--- config.mk ---
export PLATFORM = sky130hd
export DESIGN_NAME = stepper_move_pulse_generator
export DESIGN_NICKNAME = d
export VERILOG_FILES = /design/src/rtl/smpg_pkg.sv /design/src/rtl/smpg_div.sv /design/src/rtl/smpg_ctrl.sv /design/src/rtl/smpg_dpath.sv /design/src/rtl/stepper_move_pulse_generator.sv
export SDC_FILE = /design/constraint.sdc
export NUM_CORES = 1
export LEC_CHECK = 0
export ABC_AREA = 1
export ABC_CLOCK_PERIOD_IN_PS = 4800
export BUFFER_PORTS_ARGS = -buffer_cell sky130_fd_sc_hd__buf_2
export CAP_MARGIN = 20
export CORE_MARGIN = 2
export CORE_UTILIZATION = 40
export DETAILED_ROUTE_END_ITERATION = 10
export PLACE_DENSITY = 0.53
export SYNTH_ARGS = -nofsm -noshare
export SYNTH_HDL_FRONTEND = slang
export SYNTH_SLANG_ARGS = --single-unit
--- constraint.sdc ---
create_clock -name clk -period 4.8 [get_ports clk]
set_input_delay 0.48 -clock clk [delete_from_list [all_inputs] [get_ports clk]]
set_output_delay 0.48 -clock clk [all_outputs]
set_load 0.02 [all_outputs]
--- src/rtl/smpg_pkg.sv ---
// shared types and constants of the stepper move pulse generator
package smpg_pkg;

	localparam logic [1:0] FUNC_TICK       = 2'd0;
	localparam logic [1:0] FUNC_MOVE_TIME  = 2'd1;
	localparam logic [1:0] FUNC_MOVE_SPEED = 2'd2;
	localparam logic [1:0] FUNC_RSVD       = 2'd3;

	localparam logic [1:0] DIR_NONE = 2'd0;
	localparam logic [1:0] DIR_UP   = 2'd1;
	localparam logic [1:0] DIR_DOWN = 2'd2;

	localparam int unsigned US_PER_MS        = 1000;
	localparam int unsigned US_PER_S         = 1000000;
	// bits of the largest duration in microseconds
	localparam int unsigned DUR_US_W         = 26;
	localparam int unsigned MIN_INTERVAL_RST = 100;

	typedef struct packed {
		logic ld_in;
		logic tick_add;
		logic tick_step;
		logic tick_fix;
		logic mv_setup;
		logic div_start;
		logic int_max;
		logic int_sat;
		logic mv_apply;
		logic out_load;
	} smpg_cmd_t;

	typedef struct packed {
		logic running;
		logic same_pos;
		logic spd_zero;
		logic div_done;
		logic out_free;
	} smpg_sts_t;

endpackage

--- src/rtl/smpg_div.sv ---
// restoring divider, one quotient bit per cycle
module smpg_div
	import smpg_pkg::*;
#(
	parameter int NUM_W = 34,
	parameter int DEN_W = 32
) (
	input  logic             clk,
	input  logic             arst_n,
	input  logic             start,
	input  logic [NUM_W-1:0] num,
	input  logic [DEN_W-1:0] den,
	output logic             done,
	output logic [NUM_W-1:0] quot
);

	localparam int CNT_W = $clog2(NUM_W + 1);

	logic             busy_q;
	logic [CNT_W-1:0] cnt_q;
	logic [NUM_W-1:0] quo_q;
	logic [DEN_W-1:0] den_q;
	logic [DEN_W-1:0] rem_q;
	logic [DEN_W:0]   shifted;
	logic [DEN_W:0]   diff;
	logic             ge;

	assign shifted = {rem_q, quo_q[NUM_W-1]};
	assign diff    = shifted - {1'b0, den_q};
	assign ge      = shifted >= {1'b0, den_q};

	always_ff @(posedge clk or negedge arst_n) begin
		if (!arst_n) begin
			busy_q <= 1'b0;
			cnt_q  <= '0;
		end else if (start) begin
			busy_q <= 1'b1;
			cnt_q  <= CNT_W'(NUM_W);
		end else if (busy_q) begin
			cnt_q <= cnt_q - CNT_W'(1);
			if (cnt_q == CNT_W'(1))
				busy_q <= 1'b0;
		end
	end

	always_ff @(posedge clk) begin
		if (start) begin
			quo_q <= num;
			rem_q <= '0;
			den_q <= den;
		end else if (busy_q) begin
			quo_q <= {quo_q[NUM_W-2:0], ge};
			rem_q <= ge ? diff[DEN_W-1:0] : shifted[DEN_W-1:0];
		end
	end

	assign done = busy_q && (cnt_q == CNT_W'(1));
	assign quot = quo_q;

endmodule

--- src/rtl/smpg_ctrl.sv ---
// controller state machine of the stepper move pulse generator
module smpg_ctrl
	import smpg_pkg::*;
(
	input  logic       clk,
	input  logic       arst_n,
	input  logic       in_valid,
	input  logic [1:0] func,
	output logic       in_stall,
	input  smpg_sts_t  sts,
	output smpg_cmd_t  cmd
);

	localparam logic [3:0] S_IDLE      = 4'd0;
	localparam logic [3:0] S_TICK_ADD  = 4'd1;
	localparam logic [3:0] S_TICK_STEP = 4'd2;
	localparam logic [3:0] S_TICK_FIX  = 4'd3;
	localparam logic [3:0] S_MV_SETUP  = 4'd4;
	localparam logic [3:0] S_DIV       = 4'd5;
	localparam logic [3:0] S_MV_SAT    = 4'd6;
	localparam logic [3:0] S_MV_APPLY  = 4'd7;
	localparam logic [3:0] S_DONE      = 4'd8;

	logic [3:0] state_q;
	logic [3:0] state_nxt;

	always_comb begin
		cmd       = '0;
		state_nxt = state_q;
		unique case (state_q)
			S_IDLE: begin
				if (in_valid) begin
					cmd.ld_in = 1'b1;
					unique case (func) inside
						FUNC_TICK:                       state_nxt = sts.running ? S_TICK_ADD : S_DONE;
						FUNC_MOVE_TIME, FUNC_MOVE_SPEED: state_nxt = S_MV_SETUP;
						default:                         state_nxt = S_DONE;
					endcase
				end
			end
			S_TICK_ADD: begin
				cmd.tick_add = 1'b1;
				state_nxt    = S_TICK_STEP;
			end
			S_TICK_STEP: begin
				cmd.tick_step = 1'b1;
				state_nxt     = S_TICK_FIX;
			end
			S_TICK_FIX: begin
				cmd.tick_fix = 1'b1;
				state_nxt    = S_DONE;
			end
			S_MV_SETUP: begin
				cmd.mv_setup = 1'b1;
				if (sts.same_pos) begin
					state_nxt = S_MV_APPLY;
				end else if (sts.spd_zero) begin
					cmd.int_max = 1'b1;
					state_nxt   = S_MV_APPLY;
				end else begin
					cmd.div_start = 1'b1;
					state_nxt     = S_DIV;
				end
			end
			S_DIV: begin
				if (sts.div_done)
					state_nxt = S_MV_SAT;
			end
			S_MV_SAT: begin
				cmd.int_sat = 1'b1;
				state_nxt   = S_MV_APPLY;
			end
			S_MV_APPLY: begin
				cmd.mv_apply = 1'b1;
				state_nxt    = S_DONE;
			end
			S_DONE: begin
				if (sts.out_free) begin
					cmd.out_load = 1'b1;
					state_nxt    = S_IDLE;
				end
			end
			default: state_nxt = S_IDLE;
		endcase
	end

	always_ff @(posedge clk or negedge arst_n) begin
		if (!arst_n)
			state_q <= S_IDLE;
		else
			state_q <= state_nxt;
	end

	assign in_stall = (state_q != S_IDLE);

endmodule

--- src/rtl/smpg_dpath.sv ---
// datapath: position, interval, elapsed time, divider and output register
module smpg_dpath
	import smpg_pkg::*;
#(
	parameter int POSITION_WIDTH     = 32,
	parameter int INTERVAL_FRAC_BITS = 8,
	parameter int INTERVAL_WIDTH     = 40
) (
	input  logic               clk,
	input  logic               arst_n,
	input  smpg_cmd_t          cmd,
	output smpg_sts_t          sts,
	input  logic               cfg_wr_en,
	input  logic [15:0]        cfg_wr_data,
	input  logic [1:0]         func,
	input  logic signed [31:0] target_position,
	input  logic [15:0]        duration_ms,
	input  logic [15:0]        speed_steps_per_s,
	input  logic               clear_finished,
	output logic               out_valid,
	input  logic               out_stall,
	output logic               step_pulse,
	output logic               direction_up,
	output logic               running,
	output logic               finished,
	output logic signed [31:0] current_position,
	output logic signed [31:0] active_target
);

	localparam int PW    = POSITION_WIDTH;
	localparam int FB    = INTERVAL_FRAC_BITS;
	localparam int IW    = INTERVAL_WIDTH;
	localparam int NUM_W = DUR_US_W + FB;
	localparam int DEN_W = (PW > 16) ? PW : 16;
	localparam int SAT_W = (NUM_W > IW) ? NUM_W : IW;

	localparam logic [IW-1:0]    IMAX        = {IW{1'b1}};
	localparam logic [SAT_W-1:0] IMAX_EXT    = SAT_W'(IMAX);
	localparam logic [SAT_W-1:0] MIN_RST_EXT = SAT_W'(MIN_INTERVAL_RST) << FB;
	localparam logic [IW-1:0]    MIN_RST     =
		(MIN_RST_EXT > IMAX_EXT) ? IMAX : MIN_RST_EXT[IW-1:0];
	localparam logic [IW:0]      TICK_INC    = (IW+1)'(1) << FB;

	// latched input item
	logic [1:0]    func_q;
	logic [PW-1:0] tgt_in_q;
	logic [15:0]   dur_q;
	logic [15:0]   spd_q;
	logic          clr_q;

	// block state
	logic [IW-1:0] minv_q;
	logic [PW-1:0] position_q;
	logic [PW-1:0] target_q;
	logic [IW-1:0] interval_q;
	logic [IW-1:0] elapsed_q;
	logic [1:0]    dir_q;
	logic          running_q;
	logic          done_q;
	logic          pulse_q;

	// output register
	logic          out_valid_q;
	logic          step_pulse_q;
	logic          direction_up_q;
	logic          running_out_q;
	logic          finished_q;
	logic [31:0]   cur_pos_q;
	logic [31:0]   act_tgt_q;

	logic [63:0]      tp64;
	logic [63:0]      pos64;
	logic [63:0]      tgt64;
	logic [SAT_W-1:0] cfg_min_ext;
	logic             lt_in;
	logic             lt_tgt;
	logic [PW-1:0]    span;
	logic [NUM_W-1:0] div_num;
	logic [DEN_W-1:0] div_den;
	logic             div_done;
	logic [NUM_W-1:0] div_quot;
	logic [SAT_W-1:0] quot_ext;
	logic [IW:0]      elapsed_sum;
	logic [IW-1:0]    int_clamped;
	logic             at_target;

	assign tp64        = 64'(target_position);
	assign pos64       = 64'(position_q);
	assign tgt64       = 64'(target_q);
	assign cfg_min_ext = SAT_W'(cfg_wr_data) << FB;
	assign lt_in       = $signed(position_q) < $signed(tgt_in_q);
	assign lt_tgt      = $signed(position_q) < $signed(target_q);
	assign span        = lt_in ? (tgt_in_q - position_q) : (position_q - tgt_in_q);
	assign div_num     = (func_q == FUNC_MOVE_SPEED) ? (NUM_W'(US_PER_S) << FB)
		: (NUM_W'(dur_q * US_PER_MS) << FB);
	assign div_den     = (func_q == FUNC_MOVE_SPEED) ? DEN_W'(spd_q) : DEN_W'(span);
	assign quot_ext    = SAT_W'(div_quot);
	assign elapsed_sum = {1'b0, elapsed_q} + TICK_INC;
	assign int_clamped = (interval_q < minv_q) ? minv_q : interval_q;
	assign at_target   = (position_q == target_q);

	smpg_div #(
		.NUM_W(NUM_W),
		.DEN_W(DEN_W)
	) u_div (
		.clk   (clk),
		.arst_n(arst_n),
		.start (cmd.div_start),
		.num   (div_num),
		.den   (div_den),
		.done  (div_done),
		.quot  (div_quot)
	);

	always_ff @(posedge clk) begin
		if (cmd.ld_in) begin
			func_q   <= func;
			tgt_in_q <= tp64[PW-1:0];
			dur_q    <= duration_ms;
			spd_q    <= speed_steps_per_s;
			clr_q    <= clear_finished;
		end
	end

	always_ff @(posedge clk or negedge arst_n) begin
		if (!arst_n) begin
			minv_q     <= MIN_RST;
			position_q <= '0;
			target_q   <= '0;
			interval_q <= '0;
			elapsed_q  <= '0;
			dir_q      <= DIR_NONE;
			running_q  <= 1'b0;
			done_q     <= 1'b0;
			pulse_q    <= 1'b0;
		end else begin
			if (cfg_wr_en)
				minv_q <= (cfg_min_ext > IMAX_EXT) ? IMAX : cfg_min_ext[IW-1:0];
			if (cmd.ld_in)
				pulse_q <= 1'b0;
			if (cmd.tick_add)
				elapsed_q <= elapsed_sum[IW] ? IMAX : elapsed_sum[IW-1:0];
			if (cmd.tick_step && (elapsed_q >= interval_q)) begin
				if (dir_q == DIR_UP)
					position_q <= position_q + PW'(1);
				else if (dir_q == DIR_DOWN)
					position_q <= position_q - PW'(1);
				pulse_q   <= 1'b1;
				elapsed_q <= elapsed_q - interval_q;
			end
			if (cmd.tick_fix) begin
				// still behind after the step
				if (pulse_q && (elapsed_q >= interval_q))
					elapsed_q <= '0;
				if (at_target) begin
					running_q <= 1'b0;
					done_q    <= 1'b1;
				end
			end
			if (cmd.mv_setup)
				target_q <= tgt_in_q;
			if (cmd.int_max)
				interval_q <= IMAX;
			if (cmd.int_sat)
				interval_q <= (quot_ext > IMAX_EXT) ? IMAX : quot_ext[IW-1:0];
			if (cmd.mv_apply) begin
				if (!at_target) begin
					interval_q <= int_clamped;
					elapsed_q  <= int_clamped;
					dir_q      <= lt_tgt ? DIR_UP : DIR_DOWN;
					running_q  <= 1'b1;
				end else begin
					interval_q <= '0;
					dir_q      <= DIR_NONE;
					if (running_q) begin
						running_q <= 1'b0;
						done_q    <= 1'b1;
					end
				end
			end
			if (cmd.out_load && clr_q)
				done_q <= 1'b0;
		end
	end

	always_ff @(posedge clk or negedge arst_n) begin
		if (!arst_n)
			out_valid_q <= 1'b0;
		else if (cmd.out_load)
			out_valid_q <= 1'b1;
		else if (!out_stall)
			out_valid_q <= 1'b0;
	end

	always_ff @(posedge clk) begin
		if (cmd.out_load) begin
			step_pulse_q   <= pulse_q;
			direction_up_q <= (dir_q == DIR_UP);
			running_out_q  <= running_q;
			finished_q     <= done_q;
			cur_pos_q      <= pos64[31:0];
			act_tgt_q      <= tgt64[31:0];
		end
	end

	assign sts.running  = running_q;
	assign sts.same_pos = (tgt_in_q == position_q);
	assign sts.spd_zero = (func_q == FUNC_MOVE_SPEED) && (spd_q == 16'd0);
	assign sts.div_done = div_done;
	assign sts.out_free = !out_valid_q || !out_stall;

	assign out_valid        = out_valid_q;
	assign step_pulse       = step_pulse_q;
	assign direction_up     = direction_up_q;
	assign running          = running_out_q;
	assign finished         = finished_q;
	assign current_position = cur_pos_q;
	assign active_target    = act_tgt_q;

endmodule

--- src/rtl/stepper_move_pulse_generator.sv ---
// top level of the stepper move pulse generator
// Each input transfer gives exactly one result transfer. A tick while stopped
// goes straight to the output; a tick while running passes through add, step,
// behind check and output. A move command forms its step interval with the
// one-bit-per-cycle divider; a move to the current position or at speed zero
// skips the divider. The block holds one item at a time and takes the next
// one as soon as its result sits in the output register, even while that
// result is still stalled. Write min_step_interval_us only while idle.
module stepper_move_pulse_generator
	import smpg_pkg::*;
#(
	parameter int POSITION_WIDTH     = 32,
	parameter int INTERVAL_FRAC_BITS = 8,
	parameter int INTERVAL_WIDTH     = 40
) (
	input  logic               clk,
	input  logic               arst_n,
	input  logic               cfg_wr_en,
	input  logic [15:0]        cfg_wr_data,
	input  logic               in_valid,
	output logic               in_stall,
	input  logic [1:0]         func,
	input  logic signed [31:0] target_position,
	input  logic [15:0]        duration_ms,
	input  logic [15:0]        speed_steps_per_s,
	input  logic               clear_finished,
	output logic               out_valid,
	input  logic               out_stall,
	output logic               step_pulse,
	output logic               direction_up,
	output logic               running,
	output logic               finished,
	output logic signed [31:0] current_position,
	output logic signed [31:0] active_target
);

	smpg_cmd_t cmd;
	smpg_sts_t sts;

	smpg_ctrl u_ctrl (
		.clk     (clk),
		.arst_n  (arst_n),
		.in_valid(in_valid),
		.func    (func),
		.in_stall(in_stall),
		.sts     (sts),
		.cmd     (cmd)
	);

	smpg_dpath #(
		.POSITION_WIDTH    (POSITION_WIDTH),
		.INTERVAL_FRAC_BITS(INTERVAL_FRAC_BITS),
		.INTERVAL_WIDTH    (INTERVAL_WIDTH)
	) u_dpath (
		.clk              (clk),
		.arst_n           (arst_n),
		.cmd              (cmd),
		.sts              (sts),
		.cfg_wr_en        (cfg_wr_en),
		.cfg_wr_data      (cfg_wr_data),
		.func             (func),
		.target_position  (target_position),
		.duration_ms      (duration_ms),
		.speed_steps_per_s(speed_steps_per_s),
		.clear_finished   (clear_finished),
		.out_valid        (out_valid),
		.out_stall        (out_stall),
		.step_pulse       (step_pulse),
		.direction_up     (direction_up),
		.running          (running),
		.finished         (finished),
		.current_position (current_position),
		.active_target    (active_target)
	);

endmodule

# [Word level (Yosys, flattened, before mapping)]
# Index checks and enable logic that the tools add are counted.
[word_totals] out_inout_bits=70 in_bits=88 ff_bits=434
[op_classes] eq_ne=20 reduce_logical=20 mux=65 n_lt_le_gt_ge=7 n_mul=1 n_addsub=8
[op_table] operator="two-way mux 40 bit" n=14
[op_table] operator="two-way mux 32 bit" n=4
[op_table] operator="two-way mux 34 bit" n=3
[op_table] operator="subtractor 32 bit" n=3
[op_table] operator="equality test 32 bit" n=2
[op_table] operator="less-than comparator 32 bit" n=2
[op_table] operator="adder 40 x 9 -> 41 bit (second input constant)" n=1
[op_table] operator="greater-or-equal comparator 40 bit" n=1
[op_table] operator="> comparator 24 x 40 -> 1 bit (second input constant)" n=1
[op_table] operator="> comparator 34 x 40 -> 1 bit (second input constant)" n=1
[op_table] operator="less-than comparator 40 bit" n=1
[op_table] operator="subtractor 40 bit" n=1
[op_table] operator="greater-or-equal comparator 33 x 32 -> 1 bit" n=1
[op_table] operator="adder 32 x 1 -> 32 bit (second input constant)" n=1
[op_table] operator="case mux 4 bit (8 select lines)" n=1
[op_table] operator="subtractor 32 x 1 -> 32 bit (second input constant)" n=1
[op_table] operator="two-way mux 1 bit" n=29
[op_table] operator="multiplier 16 x 7 -> 23 bit (second input constant)" n=1
[op_table] operator="equality test 4 x 3 -> 1 bit (second input constant)" n=4
[op_table] operator="zero test 16 bit" n=1
[op_table] operator="two-way mux 16 bit" n=1
[op_table] operator="two-way mux 4 bit" n=4
[op_table] operator="two-way mux 6 bit" n=2
[op_table] operator="two-way mux 2 bit" n=5
[op_table] operator="other kinds (22)" n=36

# [Logic depth before layout (Yosys ltp)]
[depth] ltp_word=8 depth_mapped=20

# [By module]
# From an unflattened synthesis, not the netlist that was laid out.
[unflattened] hier_cells=4746 hier_area_um2=33657.3
[by_module_without_submodules] module="smpg_dpath" n_inst=1 seq_area_each_um2=8211.6 area_per_inst_um2=26301.5 cells_each=3675
[by_module_without_submodules] module="smpg_div" n_inst=1 seq_area_each_um2=2797.7 area_per_inst_um2=6977.9 cells_each=1003
[by_module_without_submodules] module="smpg_ctrl" n_inst=1 seq_area_each_um2=100.1 area_per_inst_um2=377.9 cells_each=68

# [Worst setup path after synthesis]
# OpenSTA, ideal clock, no wires.
[synth_path] path_type="register to register" from="reg u_ctrl.state_q[0]" to="reg u_dpath.done_q" period_less_slack_ns=4.397 n_path_buf=0 setup_slack_ns=0.403 t_arrival_ns=4.109 setup_ns=0.288 t_required_ns=4.512 stages_incl_launch_ff=7 path_cell_list="dfrtp_1 nor2_1 inv_1 nor3_1 inv_1 nor2_1 a22oi_1"
[synth_lines] item="from (decl)" line_no="smpg_ctrl.sv:24" source="logic [3:0] state_q;"
[synth_lines] item="from (signal assigned)" line_no="smpg_ctrl.sv:91" source="state_q <= state_nxt;"
[synth_lines] item="to (signal assigned)" line_no="smpg_dpath.sv:134" source="done_q <= 1'b0;"
[synth_lines] item="to (signal assigned)" line_no="smpg_dpath.sv:157" source="done_q <= 1'b1;"
[synth_lines] item="to (signal assigned)" line_no="smpg_dpath.sv:177" source="done_q <= 1'b1;"
[synth_lines] item="to (decl)" line_no="smpg_dpath.sv:59" source="logic done_q;"

# [Worst setup path after layout]
[layout_path] from="reg u_dpath.dur_q[2]" to="reg u_dpath.u_div.quo_q[25], in the netlist u_dpath.u_div.quot[25], data pin"
[layout_between] elab_chain_len=3
[layout_rtl] item="from (decl)" line_no="smpg_dpath.sv:47" source="logic [15:0] dur_q;"
[layout_rtl] item="from (signal assigned)" line_no="smpg_dpath.sv:119" source="dur_q <= duration_ms;"
[layout_rtl] item="multiplier 16 x 7 -> 23 bit" line_no="smpg_dpath.sv:95" source=": (NUM_W'(dur_q * US_PER_MS) << FB);"
[layout_rtl] item="two-way mux 34 bit" line_no="smpg_dpath.sv:94" source="assign div_num = (func_q == FUNC_MOVE_SPEED) ? (NUM_W'(US_PER_S) << FB)"
[layout_rtl] item="two-way mux 34 bit" line_no="smpg_div.sv:47" source="if (start) begin"
[layout_rtl] item="to (signal assigned)" line_no="smpg_div.sv:48" source="quo_q <= num;"
[layout_rtl] item="to (signal assigned)" line_no="smpg_div.sv:52" source="quo_q <= {quo_q[NUM_W-2:0], ge};"
[layout_rtl] item="to (decl)" line_no="smpg_div.sv:21" source="logic [NUM_W-1:0] quo_q;"
# Every way passes these cells.
# A chain may end at the register's enable or synchronous reset.

==> tab_implementation.tex <==
\begin{tabular}{lr}
\hline
Metric & Value \\
\hline
\multicolumn{2}{l}{\textbf{Finish}} \\
\quad Nets@finish & a little over 5,000 \\
\quad Layout cells sized above 1 & under 10\% \\
\quad Signed area change from the synthesized netlist to the final layout & 11.4\% \\
\quad End-of-flow core utilization & 44.8\% \\
\multicolumn{2}{l}{\textbf{Setup path}} \\
\quad Nature of the critical path endpoint & flip-flop \\
\quad Max Fanout on Critical Path & 5 \\
\quad Critical path start-end classification & reg2reg \\
\quad Reg-to-Reg End & u\_dpath.u\_div.quot[25] \\
\quad Launch instance of the worst register-to-register path & u\_dpath.dur\_q[2] \\
\quad Worst r2r path cells & 15 \\
\quad Critical path arrival & 4.83 ns \\
\quad WP data required & 5.18 ns \\
\quad Kind of launch point of the worst setup path & flip-flop \\
\quad Reg-to-reg slack, setup & 0.35 ns \\
\multicolumn{2}{l}{\textbf{Synthesis}} \\
\quad Fraction of registers with async set or reset after synthesis & 43.2\% \\
\quad Warnings from Yosys & 0 \\
\quad Cell area after synthesis & 33,000 sq um \\
\quad Primary flip-flop cell chosen by synthesis mapping & edfxtp\_1 \\
\quad Post-Synthesis Net Count & 5,031 \\
\quad Gate count of the mapped netlist & between 4,000 and 5,000 \\
\quad Most area-consuming cells after synthesis & edfxtp\_1, nand2\_1, dfrtp\_1 \\
\quad Yosys reg bits & 410 \\
\quad Share of synthesized area occupied by flip-flops and latches & 33.7\% \\
\quad Post-synth EDFFs & 201 \\
\quad Cell taking the most area after synthesis & edfxtp\_1 \\
\quad Top-area cell type share of the netlist area & around 18\% \\
\quad Mean Syn Cell Area & between 7 and 8 sq um \\
\quad Number of unique standard cell types used by synthesis & 62 \\
\multicolumn{2}{l}{\textbf{Placement}} \\
\quad Port Buf Inserts & 157 \\
\quad GPL Wtd Cong & between 0.9 and 1 \\
\quad Placed wire-length estimate after detailed placement & 83.1 mm \\
\quad Post-Place Setup Slack & 0.218 ns \\
\multicolumn{2}{l}{\textbf{Timing}} \\
\quad Fin crit period & roughly 4.4 ns \\
\quad Unrepaired setup endpoints after global routing & no \\
\quad Clock Skew & 0.0348 ns \\
\quad Actual slew at the worst max-slew pin & 0.977 ns \\
\quad Hold WS & $\sim$0.0013 ns \\
\quad Hold Vio Cnt, Final & 0 \\
\quad Worst slew slack as a fraction of its limit & 34.9\% \\
\quad Achievable clock frequency & 225 MHz \\
\quad Share of the cycle needed by the critical path after routing & 92.7\% \\
\quad Summed negative setup slack over all endpoints & 0 ns \\
\quad Max-slew violations & 0 \\
\quad Setup ws final & 0.350 ns \\
\quad \# setup viols final & 0 \\
\multicolumn{2}{l}{\textbf{Drt}} \\
\quad Vias per std cell & 5.08 \\
\quad First-pass iteration count of the detailed router & 7 \\
\quad Antenna Violating Nets Remaining & 0 \\
\quad Routed Wire Length & 105 mm \\
\quad Total number of vias & 29,800 \\
\quad Total DRC errors in the routed layout & 0 \\
\quad Drt wl/cell & 17.9 microns \\
\quad Detailed Route Iter0 Violations & 2,202 \\
\multicolumn{2}{l}{\textbf{Die}} \\
\quad Starting density of the core & 40.3\% \\
\quad Area of the die & between 80,000 and 90,000 sq um \\
\quad Standard-cell row count & between 100 and 150 \\
\quad Core area & 81,800 sq um \\
\quad Height of the chip & 291 microns \\
\quad Horiz. Die Dim & a little under 300 microns \\
\quad I/O pins & 158 \\
\multicolumn{2}{l}{\textbf{Global routing}} \\
\quad Aggregate global routing overflow & 0 \\
\quad Pin count of the biggest net entering global routing & 91 \\
\quad Gr usage total & 24.6\% \\
\quad Via count of the first global-routing pass & 28,700 \\
\quad Antenna violations before repair & 2 \\
\quad Global-route wire length before repair & 164 mm \\
\multicolumn{2}{l}{\textbf{Outcome}} \\
\quad Outcome & completed \\
\multicolumn{2}{l}{\textbf{CTS}} \\
\quad H-tree depth & 2 \\
\quad Clock edge transition at the registers on the reported setup and hold paths & 0.06 ns \\
\quad Clock latency at the later pin of the worst-skew pair & 0.63 ns \\
\quad Root Driver & clkbuf\_16 \\
\quad CTS tree & yes \\
\quad TritonCTS sink count & 410 \\
\quad Num CTS Buffers & 51 \\
\quad Deepest clock path buffer count & 3 \\
\quad Post-CTS setup-driven buffer insertion count & 0 \\
\multicolumn{2}{l}{\textbf{Hold path}} \\
\quad Min-Delay Path Class & in2async \\
\multicolumn{2}{l}{\textbf{Run}} \\
\quad Number of max-capacitance violations reported & 0 \\
\hline
\end{tabular}
==> how the worst max path moves through the flow <==
stage,from,to,slack (ns),cells past startpoint
after global routing,u_dpath.dur_q[3],u_dpath.u_div.quot[25],0.009,15
final,u_dpath.dur_q[2],u_dpath.u_div.quot[25],0.35,15
after CTS,u_dpath.dur_q[2],u_dpath.u_div.quot[25],0.20,15
after floorplan,u_ctrl.state_q[0],u_dpath.done_q,0.40,6
after detailed placement,u_dpath.dur_q[2],u_dpath.u_div.quot[25],0.22,15
after global placement,u_dpath.dur_q[2],u_dpath.u_div.quot[25],0.25,15
==> cell type report <==
class	count	area, sq um
sequential	410	11100
multi-input combinational	3375	18600
antenna	1	2.50
clock inverter	31	417
inverter	723	2720
fill	8479	45100
timing repair buffer	199	1140
tap	1070	1340
clock buffer	65	1350
==> per-layer routing <==
layer	GRT usage (%)	share of wire [%]	up-vias
met4	5.41	2.3	0
li1	-	-	15200
met3	3.16	5.7	127
met5	0	0	-
met2	37.1	42	719
met1	37.3	50	13800
==> registers in the layout, indices dropped and copies added, names as in the netlist, 2 cells and up <==
name / cells
u_dpath.elapsed_q: 40
u_dpath.interval_q: 40
u_dpath.u_div.quot: 34
u_dpath.active_target: 32
u_dpath.current_position: 32
u_dpath.position_q: 32
u_dpath.target_q: 32
u_dpath.tgt_in_q: 32
u_dpath.u_div.den_q: 32
u_dpath.u_div.rem_q: 32
u_dpath.dur_q: 16
u_dpath.minv_q: 16
u_dpath.spd_q: 16
u_dpath.u_div.cnt_q: 6
u_ctrl.state_q: 4
u_dpath.dir_q: 2
u_dpath.func_q: 2
==> cell usage after synthesis, types with 52 or more instances <==
| cell type | instances |
|---|---|
| inv_1 | 711 |
| edfxtp_1 | 201 |
| nor2_1 | 356 |
| nand4_1 | 56 |
| fa_1 | 59 |
| nand2_1 | 1409 |
| xor2_1 | 62 |
| nand3_1 | 373 |
| o21ai_0 | 214 |
| xnor2_1 | 52 |
| ha_1 | 270 |
| a21oi_1 | 292 |
| dfrtp_1 | 174 |
==> layout by cell type (no fill, tap or decap), types with 9 or more instances in the layout <==
master	instances
nand2_1	1409
fa_1	59
ha_1	270
dfrtp_1	174
nand3b_1	26
dfxtp_1	32
nand2_2	18
nand3_1	373
a22oi_1	25
a21oi_1	291
o21ai_0	213
nor3_1	42
clkbuf_16	51
edfxtp_1	201
inv_2	9
xnor2_1	52
nor2_1	353
nand4_1	56
o21a_1	9
buf_4	33
o21bai_1	17
clkbuf_1	12
a21o_1	16
nor2_4	12
buf_2	156
inv_1	711
o21ai_1	11
xor2_1	62
==> what timing repair did <==
item / in CTS / in global routing
resized for setup: 0 / 2
setup endpoints to repair: 0 / 5
hold buffers: 8 / 0
hold endpoints to repair: 8 / 0
==> cells by family (layout without fill, tap and decap cells) <==
family                   count (synthesis)  after routing  share of synthesized area, %
other                                    0              1                             0
flip-flops                             410            410                          33.7
adder cells (fa/ha/maj)                329            329                          13.8
AND/OR/NAND/NOR                       2327           2327                          29.6
buffers and inverters                  829           1018                          9.89
AO/OA/AOI/OAI                          605            605                          9.90
XOR/XNOR                               114            114                          3.03
==> through the flow <==
stage / instances / cell area [sq um]
6_report: 5874 / 36700
5_1_grt: 5873 / 36700
4_1_cts: 5873 / 36700
3_5_place_dp: 5769 / 34900
3_3_place_gp: 5769 / 34900
2_1_floorplan: 4614 / 33000
==> worst max-delay path, cell delays in order, from the launching register on <==
cell and delay [ns]:
edfxtp_1 0.49, inv_1 0.17, fa_1 0.45, fa_1 0.54, fa_1 0.44, fa_1 0.51, inv_1 0.04, ha_1 0.34
a21oi_1 0.23, a21boi_1 0.32, o21ai_0 0.23, nand2_1 0.14, nand2_1 0.06, nand2_1 0.05, nand2_1 0.04, o22a_1 0.14
Power is not shown: default switching activity piles up to over one toggle a cycle in this logic, so the estimate is an artifact.
